$ cat src/design/srsw_pkg.sv
package srsw_pkg;

    // default sizes
    localparam int SEQ_COUNT_DEF  = 20;
    localparam int COUNT_BITS_DEF = 16;

    // configuration field widths and reset values
    localparam int WINDOW_W = 5;
    localparam int TOTAL_W  = 16;
    localparam logic [WINDOW_W-1:0] WINDOW_RESET = 5'd10;
    localparam logic [TOTAL_W-1:0]  TOTAL_RESET  = 16'd24;

    // register indexes on the apb port
    localparam logic REG_WINDOW = 1'b0;
    localparam logic REG_TOTAL  = 1'b1;

    // request kinds
    typedef enum logic [1:0] {
        REQ_SEND    = 2'd0,
        REQ_ACK     = 2'd1,
        REQ_TIMEOUT = 2'd2,
        REQ_RESTART = 2'd3
    } req_t;

    // operations of the shared sequence unit
    typedef enum logic {
        OP_DIST = 1'b0,
        OP_INC  = 1'b1
    } seq_op_t;

    // control word for the shared unit
    typedef struct packed {
        seq_op_t op;
    } seq_ctrl_t;

endpackage

$ cat src/design/selective_repeat_send_window_top.sv
// channel   direction  handshake            payload
// in        input      in_valid / in_stall   req_type, ack_number
// out       output     out_valid / out_stall send_valid, send_seq, packet_index,
//                                            transfer_done, window_base, in_flight
// apb       input      psel/penable/pready   paddr, pwdata, prdata
//
// a request passes through the eval, decide and final states; an ack that lands in the window
// also passes through the slide state, where the shared sequence unit steps the base over the
// acknowledged entries and stops at next
// in_stall is high from the cycle after a transfer until the result is loaded
// a finished result waits in the output register while the next request is taken
// rst_n clears the window state and restores the register defaults asynchronously
module selective_repeat_send_window_top
    import srsw_pkg::*;
#(
    parameter int SEQ_COUNT  = SEQ_COUNT_DEF,
    parameter int COUNT_BITS = COUNT_BITS_DEF,
    localparam int SEQ_BITS  = $clog2(SEQ_COUNT)
) (
    input  logic                  clk,
    input  logic                  rst_n,
    // request channel
    input  logic                  in_valid,
    output logic                  in_stall,
    input  logic [1:0]            req_type,
    input  logic [7:0]            ack_number,
    // result channel
    output logic                  out_valid,
    input  logic                  out_stall,
    output logic                  send_valid,
    output logic [SEQ_BITS-1:0]   send_seq,
    output logic [COUNT_BITS-1:0] packet_index,
    output logic                  transfer_done,
    output logic [SEQ_BITS-1:0]   window_base,
    output logic [SEQ_BITS-1:0]   in_flight,
    // configuration port
    input  logic                  psel,
    input  logic                  penable,
    input  logic                  pwrite,
    input  logic [2:0]            paddr,
    input  logic [31:0]           pwdata,
    output logic [31:0]           prdata,
    output logic                  pready
);

    typedef enum logic [2:0] {
        S_IDLE,
        S_EVAL,
        S_DECIDE,
        S_SLIDE,
        S_FINAL
    } state_t;

    state_t                state_reg;
    logic [WINDOW_W-1:0]   window_reg;
    logic [TOTAL_W-1:0]    total_reg;
    logic [SEQ_COUNT-1:0]  acked_reg;
    logic [SEQ_BITS-1:0]   base_reg;
    logic [SEQ_BITS-1:0]   next_reg;
    logic [COUNT_BITS-1:0] issued_reg;
    logic [SEQ_BITS-1:0]   outstanding_reg;
    req_t                  req_reg;
    logic [7:0]            ack_reg;
    logic                  res_valid_reg;
    logic [SEQ_BITS-1:0]   res_seq_reg;
    logic [COUNT_BITS-1:0] res_idx_reg;
    logic                  out_valid_reg;
    logic                  send_valid_reg;
    logic [SEQ_BITS-1:0]   send_seq_reg;
    logic [COUNT_BITS-1:0] packet_index_reg;
    logic                  transfer_done_reg;
    logic [SEQ_BITS-1:0]   window_base_reg;
    logic [SEQ_BITS-1:0]   in_flight_reg;

    seq_ctrl_t             unit_ctrl;
    logic [SEQ_BITS-1:0]   unit_a;
    logic [SEQ_BITS-1:0]   unit_b;
    logic [SEQ_BITS-1:0]   unit_res;
    logic [SEQ_BITS-1:0]   rd_addr;
    logic                  map_bit;
    logic [7:0]            ack_idx;
    logic                  ack_in_range;
    logic [31:0]           eff_window;
    logic                  send_ok;
    logic                  out_free;
    logic                  cfg_write;

    // apb register file
    assign pready    = 1'b1;
    assign cfg_write = psel & penable & pwrite & pready;
    assign prdata    = (paddr[2] == REG_TOTAL) ? 32'(total_reg) : 32'(window_reg);

    always_ff @(posedge clk or negedge rst_n)
    begin
        if (!rst_n)
        begin
            window_reg <= WINDOW_RESET;
            total_reg  <= TOTAL_RESET;
        end
        else if (cfg_write)
        begin
            if (paddr[2] == REG_WINDOW)
            begin
                window_reg <= pwdata[WINDOW_W-1:0];
            end
            else
            begin
                total_reg <= pwdata[TOTAL_W-1:0];
            end
        end
    end

    // ack decode and send admission
    assign ack_idx      = ack_reg - 8'd1;
    assign ack_in_range = (32'(ack_idx) < 32'(SEQ_COUNT));
    assign eff_window   = (32'(window_reg) >= 32'(SEQ_COUNT)) ? 32'(SEQ_COUNT - 1)
                                                              : 32'(window_reg);
    assign rd_addr      = (state_reg == S_SLIDE) ? base_reg : next_reg;
    assign map_bit      = acked_reg[rd_addr];
    assign send_ok      = (32'(issued_reg) < 32'(total_reg)) && (issued_reg != '1) &&
                          (32'(outstanding_reg) < eff_window) && map_bit;

    // operand select for the shared unit
    always_comb
    begin
        unit_ctrl.op = OP_DIST;
        unit_a       = base_reg;
        unit_b       = next_reg;
        case (state_reg)
            S_DECIDE:
            begin
                if (req_reg == REQ_ACK)
                begin
                    unit_b = ack_idx[SEQ_BITS-1:0];
                end
                else
                begin
                    unit_ctrl.op = OP_INC;
                    unit_a       = next_reg;
                end
            end
            S_SLIDE:
            begin
                unit_ctrl.op = OP_INC;
            end
            default:
            begin
                unit_ctrl.op = OP_DIST;
            end
        endcase
    end

    srsw_seq_unit #(
        .SEQ_COUNT (SEQ_COUNT)
    ) u_seq_unit (
        .ctrl   (unit_ctrl),
        .a      (unit_a),
        .b      (unit_b),
        .result (unit_res)
    );

    assign out_free = !out_valid_reg || !out_stall;
    assign in_stall = (state_reg != S_IDLE);

    // sequencer, window state and output register
    always_ff @(posedge clk or negedge rst_n)
    begin
        if (!rst_n)
        begin
            state_reg         <= S_IDLE;
            acked_reg         <= '1;
            base_reg          <= '0;
            next_reg          <= '0;
            issued_reg        <= '0;
            out_valid_reg     <= 1'b0;
            outstanding_reg   <= '0;
            req_reg           <= REQ_SEND;
            ack_reg           <= '0;
            res_valid_reg     <= 1'b0;
            res_seq_reg       <= '0;
            res_idx_reg       <= '0;
            send_valid_reg    <= 1'b0;
            send_seq_reg      <= '0;
            packet_index_reg  <= '0;
            transfer_done_reg <= 1'b0;
            window_base_reg   <= '0;
            in_flight_reg     <= '0;
        end
        else
        begin
            // result leaves on a transfer, unless a new one is loaded behind it
            if (out_valid_reg && !out_stall && (state_reg != S_FINAL))
            begin
                out_valid_reg <= 1'b0;
            end
            case (state_reg)
                S_IDLE:
                begin
                    if (in_valid)
                    begin
                        req_reg   <= req_t'(req_type);
                        ack_reg   <= ack_number;
                        state_reg <= S_EVAL;
                    end
                end
                S_EVAL:
                begin
                    outstanding_reg <= unit_res;
                    res_valid_reg   <= 1'b0;
                    res_seq_reg     <= '0;
                    res_idx_reg     <= '0;
                    state_reg       <= S_DECIDE;
                end
                S_DECIDE:
                begin
                    state_reg <= S_FINAL;
                    case (req_reg)
                        REQ_SEND:
                        begin
                            if (send_ok)
                            begin
                                res_valid_reg       <= 1'b1;
                                res_seq_reg         <= next_reg;
                                res_idx_reg         <= issued_reg;
                                acked_reg[next_reg] <= 1'b0;
                                next_reg            <= unit_res;
                                issued_reg          <= issued_reg + 1'b1;
                            end
                        end
                        REQ_ACK:
                        begin
                            if (ack_in_range && (unit_res < outstanding_reg))
                            begin
                                acked_reg[ack_idx[SEQ_BITS-1:0]] <= 1'b1;
                                state_reg <= S_SLIDE;
                            end
                        end
                        REQ_TIMEOUT:
                        begin
                            if (outstanding_reg != '0)
                            begin
                                res_valid_reg       <= 1'b1;
                                res_seq_reg         <= base_reg;
                                res_idx_reg         <= issued_reg -
                                                       COUNT_BITS'(outstanding_reg);
                                acked_reg[base_reg] <= 1'b0;
                            end
                        end
                        default:
                        begin
                            acked_reg  <= '1;
                            base_reg   <= '0;
                            next_reg   <= '0;
                            issued_reg <= '0;
                        end
                    endcase
                end
                S_SLIDE:
                begin
                    // step the base over acknowledged entries, stop at next
                    if ((base_reg != next_reg) && map_bit)
                    begin
                        base_reg <= unit_res;
                    end
                    else
                    begin
                        state_reg <= S_FINAL;
                    end
                end
                S_FINAL:
                begin
                    if (out_free)
                    begin
                        out_valid_reg     <= 1'b1;
                        send_valid_reg    <= res_valid_reg;
                        send_seq_reg      <= res_seq_reg;
                        packet_index_reg  <= res_idx_reg;
                        transfer_done_reg <= (32'(issued_reg) >= 32'(total_reg));
                        window_base_reg   <= base_reg;
                        in_flight_reg     <= unit_res;
                        state_reg         <= S_IDLE;
                    end
                end
                default:
                begin
                    state_reg <= S_IDLE;
                end
            endcase
        end
    end

    assign out_valid     = out_valid_reg;
    assign send_valid    = send_valid_reg;
    assign send_seq      = send_seq_reg;
    assign packet_index  = packet_index_reg;
    assign transfer_done = transfer_done_reg;
    assign window_base   = window_base_reg;
    assign in_flight     = in_flight_reg;

`ifndef SYNTHESIS
    // sequence pointers stay inside the sequence space
    a_seq_range: assert property (@(posedge clk) disable iff (!rst_n)
        (32'(base_reg) < 32'(SEQ_COUNT)) && (32'(next_reg) < 32'(SEQ_COUNT)))
        else $error("sequence pointer out of range");

    // an accepted request starts evaluation next cycle
    a_accept_eval: assert property (@(posedge clk) disable iff (!rst_n)
        (in_valid && !in_stall) |=> (state_reg == S_EVAL))
        else $error("accepted request not evaluated");

    // the slide never moves the base once it meets next
    a_slide_stop: assert property (@(posedge clk) disable iff (!rst_n)
        (state_reg == S_SLIDE && base_reg == next_reg) |=> (base_reg == $past(base_reg)))
        else $error("base slid past next");

    // a finished request with a free output register is delivered
    a_final_load: assert property (@(posedge clk) disable iff (!rst_n)
        (state_reg == S_FINAL && out_free) |=> (out_valid_reg && state_reg == S_IDLE))
        else $error("result not loaded");
`endif

endmodule

$ cat src/design/srsw_seq_unit.sv
module srsw_seq_unit
    import srsw_pkg::*;
#(
    parameter int SEQ_COUNT = SEQ_COUNT_DEF,
    localparam int SEQ_BITS = $clog2(SEQ_COUNT)
) (
    input  seq_ctrl_t           ctrl,
    input  logic [SEQ_BITS-1:0] a,
    input  logic [SEQ_BITS-1:0] b,
    output logic [SEQ_BITS-1:0] result
);

    localparam logic [SEQ_BITS:0] MODULUS = (SEQ_BITS+1)'(SEQ_COUNT);

    logic [SEQ_BITS:0] a_ext;
    logic [SEQ_BITS:0] b_ext;
    logic [SEQ_BITS:0] inc_sum;
    logic [SEQ_BITS:0] dist_val;

    assign a_ext   = {1'b0, a};
    assign b_ext   = {1'b0, b};
    assign inc_sum = a_ext + 1'b1;

    // circular distance from a to b
    assign dist_val = (b_ext >= a_ext) ? (b_ext - a_ext) : (b_ext + MODULUS - a_ext);

    // one operation per cycle, picked by the sequencer
    always_comb
    begin
        case (ctrl.op)
            OP_INC:  result = (inc_sum >= MODULUS) ? '0 : inc_sum[SEQ_BITS-1:0];
            OP_DIST: result = dist_val[SEQ_BITS-1:0];
            default: result = dist_val[SEQ_BITS-1:0];
        endcase
    end

endmodule

$ cat config.mk
export PLATFORM = sky130hd
export DESIGN_NAME = selective_repeat_send_window_top
export DESIGN_NICKNAME = d
export VERILOG_FILES = /design/src/design/srsw_pkg.sv /design/src/design/selective_repeat_send_window_top.sv /design/src/design/srsw_seq_unit.sv
export SDC_FILE = /design/constraint.sdc
export NUM_CORES = 1
export LEC_CHECK = 0
export BUFFER_PORTS_ARGS = -buffer_cell sky130_fd_sc_hd__buf_2
export CORE_MARGIN = 2
export CORE_UTILIZATION = 40
export CTS_CLUSTER_DIAMETER = 30
export DETAILED_ROUTE_END_ITERATION = 6
export GPL_TIMING_DRIVEN = 1
export HOLD_SLACK_MARGIN = 0.06
export PLACE_DENSITY_LB_ADDON = 0.15
export SLEW_MARGIN = 20
export SYNTH_ARGS = -nofsm -noshare
export SYNTH_HDL_FRONTEND = slang
export SYNTH_SLANG_ARGS = --single-unit
export TNS_END_PERCENT = 10
$ cat constraint.sdc
create_clock -name clk -period 5.2 [get_ports clk]
set_clock_uncertainty 0.05 [all_clocks]
set_input_delay 0.26 -clock clk [delete_from_list [all_inputs] [get_ports clk]]
set_output_delay 0.26 -clock clk [all_outputs]
set_load 0.01 [all_outputs]
==> summary.md <==
| Metric | Value |
|---|---|
| Max_slew headroom | `0.376` |
| Filler cell count in the final layout | `2,272` |
| Total Routing Usage GR | `0.210` |
| CTS tree | `yes` |
| Critical path launch point type | `flip-flop` |
| Vias in the first global route | `7,581` |
| Initial Utilization | `0.409` |
| Simple logic cell fraction of the synthesized area | `0.171` |
| Crit path required time | `5.50 ns` |
| GR peak layer | `met1` |
| Syn_area_per_cell | `9.22 um2` |
| Max-slew violations | `0` |
| Layout area overhead | `17.1%` |
| Post-Syn Instances | `1,048` |
| CTS sink cnt | `141` |
| Min Tclk post-route | `4.82 ns` |
| Met3 Usage GRT | `0.0341` |
| First DRT Iteration DRCs | `576` |
| FP Rows | `56` |
| Place WS | `-0.0618 ns` |
| Final Hold Slack | `0.180 ns` |
| Gr ovfl total | `0` |
| First-pass GRT wire length | `42,900 um` |
| Root buf cell | `clkbuf_16` |
| Post-synth EDFFs | `0` |
| R2r setup slk | `0.38 ns` |
| DRT Pass-1 Iters | `5` |
| PnR Total Power | `4.84 mW` |
| Fmax | `208 MHz` |
| H-Tree Depth | `4` |
| Seq/Total Area, Yosys | `0.368` |
| XOR/XNOR Fraction of Synth Area | `0.0217` |
| Slowest-stage cell, CP | `dfrtp_1` |
| Most used DFF post-synth | `dfrtp_1` |
| Yosys reg bits | `141` |
| Worst path arrival time | `5.12 ns` |
| Dpl cells | `1,410` |
| Met1 Use GR | `0.327` |
| I/O Buffers | `84` |
| Final WL | `26,400 um` |
| DR DRC count | `0` |
| Layout cells sized above 1 | `0.232` |
| Die W | `159 um` |
| Largest net degree at the start of global routing | `98` |
| CP delay by family, top | `compound AO/OA/AOI/OAI gates` |
| Slew @ Worst Pin | `0.935 ns` |
| CP endpoint kind | `flip-flop` |
| Buf+Inv Stages, Crit Path | `3` |
| VDD IR max | `0.000269 V` |
| Via/cell ratio | `5.51` |
| Final period utilization | `0.926` |
| Via count | `8,108` |
| Final setup margin | `0.383 ns` |
| Die area | `25,400 um2` |
| Pwr dens | `428 nW/um2` |
| Synthesized cell area | `9670 um2` |
| ANT cells | `0` |
| Post-Synth Adder-Cell Area | `0.0777` |
| Syn. warnings | `0` |
| CP max FO | `20` |
| Unrepaired setup endpoints after global routing | `false` |
| Mux cell area share after synthesis | `0.115` |
| HPWL Detailed | `18,900 um` |
| Routability cong. | `0.882` |
| Critical path cell sequence | `ha_2, nor4b_4, mux2_4, inv_1, ha_2, fa_1, a31o_2, a32o_1, a21oi_4, o21ai_0, mux2_2, inv_1, ha_1, a21oi_1, a21boi_1, nor4_2, nand2_1, a311o_1, buf_12, a211oi_2` |
| CTS Buffer Depth | `2` |
| Final setup viols | `0` |
| Final Hold Fails | `0` |
| IO Pins | `120` |
| Max cap viols | `0` |
| Leakage | `4.90 nW` |
| Max reg flops | `20` |
| Crit path largest cell delay | `0.42 ns` |
| Clock transition at path regs | `0.08 ns` |
| CTS Buf Count | `17` |
| Antenna violations before repair | `0` |
| Hold WC Path Type | `in2reg` |
| Outcome | `finished, final reports clean` |
| Nets@finish | `1,248` |
| Largest family of logic cells by synthesized area | `compound AO/OA/AOI/OAI gates` |
| Setup CP Type | `reg2reg` |
| Async SR Flop Fraction | `1.00` |
| Core ar. | `23,600 um2` |
| ANT nets after route | `0` |
| Distinct cells, synth | `80` |
| Final std cells w/o fill | `1,471` |
| Worst skew pair latency | `0.43 ns` |
| Synth Area in Compound Gates | `0.174` |
| WL/cell | `17.9 um` |
| Met2 usage in global routing | `0.301` |
| Die Span Y | `159 um` |
==> final cells by class <==
class / instances / area, um2 / area share
tap: 319 / 399 / 0.0353
sequential: 141 / 3560 / 0.314
clock inverter: 15 / 189 / 0.0167
clock buffer: 17 / 425 / 0.0376
inverter: 73 / 274 / 0.0242
multi-input combinational: 763 / 5520 / 0.487
timing repair buffer: 143 / 956 / 0.0845
==> metrics by stage <==
step                setup TNS [ns]  utilization  area, um2
global route                     0        0.479      11300
CTS                              0        0.477      11300
detailed placement          -0.577        0.439      10400
finish                           0        0.479      11300
floorplan                        0            -       9720
global placement                 0        0.439      10400
==> synthesized netlist by cell type (7+ instances only) <==
master / number / area share
a311oi_1: 15 / 0.014
dfrtp_1: 117 / 0.30
a21oi_1: 36 / 0.019
nand2_1: 126 / 0.049
nor4_1: 8 / 0.0052
nand2b_1: 12 / 0.0078
o31ai_1: 10 / 0.0078
nand3_1: 26 / 0.013
o21ai_0: 39 / 0.020
a211oi_2: 12 / 0.016
and2_1: 19 / 0.012
nand4_1: 7 / 0.0045
nor3_1: 45 / 0.023
inv_1: 72 / 0.028
ha_1: 52 / 0.067
nor2b_1: 7 / 0.0045
mux2_2: 61 / 0.071
o311ai_1: 9 / 0.0082
o21ai_1: 14 / 0.0072
buf_4: 19 / 0.015
dfstp_2: 24 / 0.065
mux2i_1: 33 / 0.034
buf_2: 9 / 0.0047
a221oi_1: 23 / 0.021
o211ai_1: 16 / 0.012
xnor2_1: 9 / 0.0082
and3_1: 7 / 0.0045
or3_1: 16 / 0.010
clkbuf_1: 52 / 0.020
xor2_1: 15 / 0.014
nor2_1: 41 / 0.016
==> where the power goes <==
group	internal, mW	total [mW]	switching [mW]
Sequential	1.25	1.41	0.160
Clock	0.658	1.28	0.619
Combinational	0.814	2.15	1.34
==> per-layer routing <==
metal / wire (um) / share of wire
met3: 1150 / 0.044
met2: 11200 / 0.43
met1: 13600 / 0.52
met4: 349 / 0.013
met5: 0 / 0
==> logic make-up (layout without fill, tap and decap cells) <==
family | Yosys count | count (layout)
and+or+nand+nor | 336 | 336
AOI/OAI and AO/OA | 230 | 230
buffers and inverters | 159 | 248
DFF | 141 | 141
muxes | 99 | 99
adders and majority gates | 57 | 57
xor gates and xnor gates | 24 | 24
other | 2 | 17
==> path summary, 6_finish.rpt <==
path,depth (start not counted),startpoint,endpoint
setup / recovery,20,req_reg[0],acked_reg[17]
hold / removal,3,out_stall,state_reg[2]
setup reg to reg,20,req_reg[0],acked_reg[17]
hold reg to reg,2,window_base[2],window_base[2]
max in group asynchronous,3,rst_n,ack_reg[1]
min in group asynchronous,2,rst_n,total_reg[10]
==> placed cells by master (no fill, tap or decap), drive strengths merged, types with 5 or more instances in the layout <==
master and n:
a21o 6, o311ai 10, and3 7, o211ai 16
nor3 45, nor2b 7, a211oi 14, clkbuf 17
nor4 9, o31ai 10, a221oi 23, clkinv 7
and2 19, a21oi 37, inv 81, conb 17
nand2b 12, xor2 15, fa 5, mux2 63
a311oi 15, mux2i 33, nand2 126, o2bb2ai 6
ha 52, o21ai 54, dlygate4sd3 28, nor2 41
or3 16, nand4 7, dfrtp 117, nand3 26
dfstp 24, xnor2 9, buf 115
==> worst min-delay path, delay by kind of cell <==
family | cells | cell delay (ns)
AO/OA/AOI/OAI | 1 | 0.11
AND/OR/NAND/NOR | 1 | 0.17
buffers and inverters | 1 | 0.09
==> timing repair <==
item / in CTS / in global routing
pin swaps: 0 / 2
buffers inserted: 0 / 1
hold buffers: 28 / 0
setup endpoints to repair: 12 / 23
hold endpoints to repair: 118 / 0
resized for setup: 1 / 10
Power figures use the tool's default switching activity.
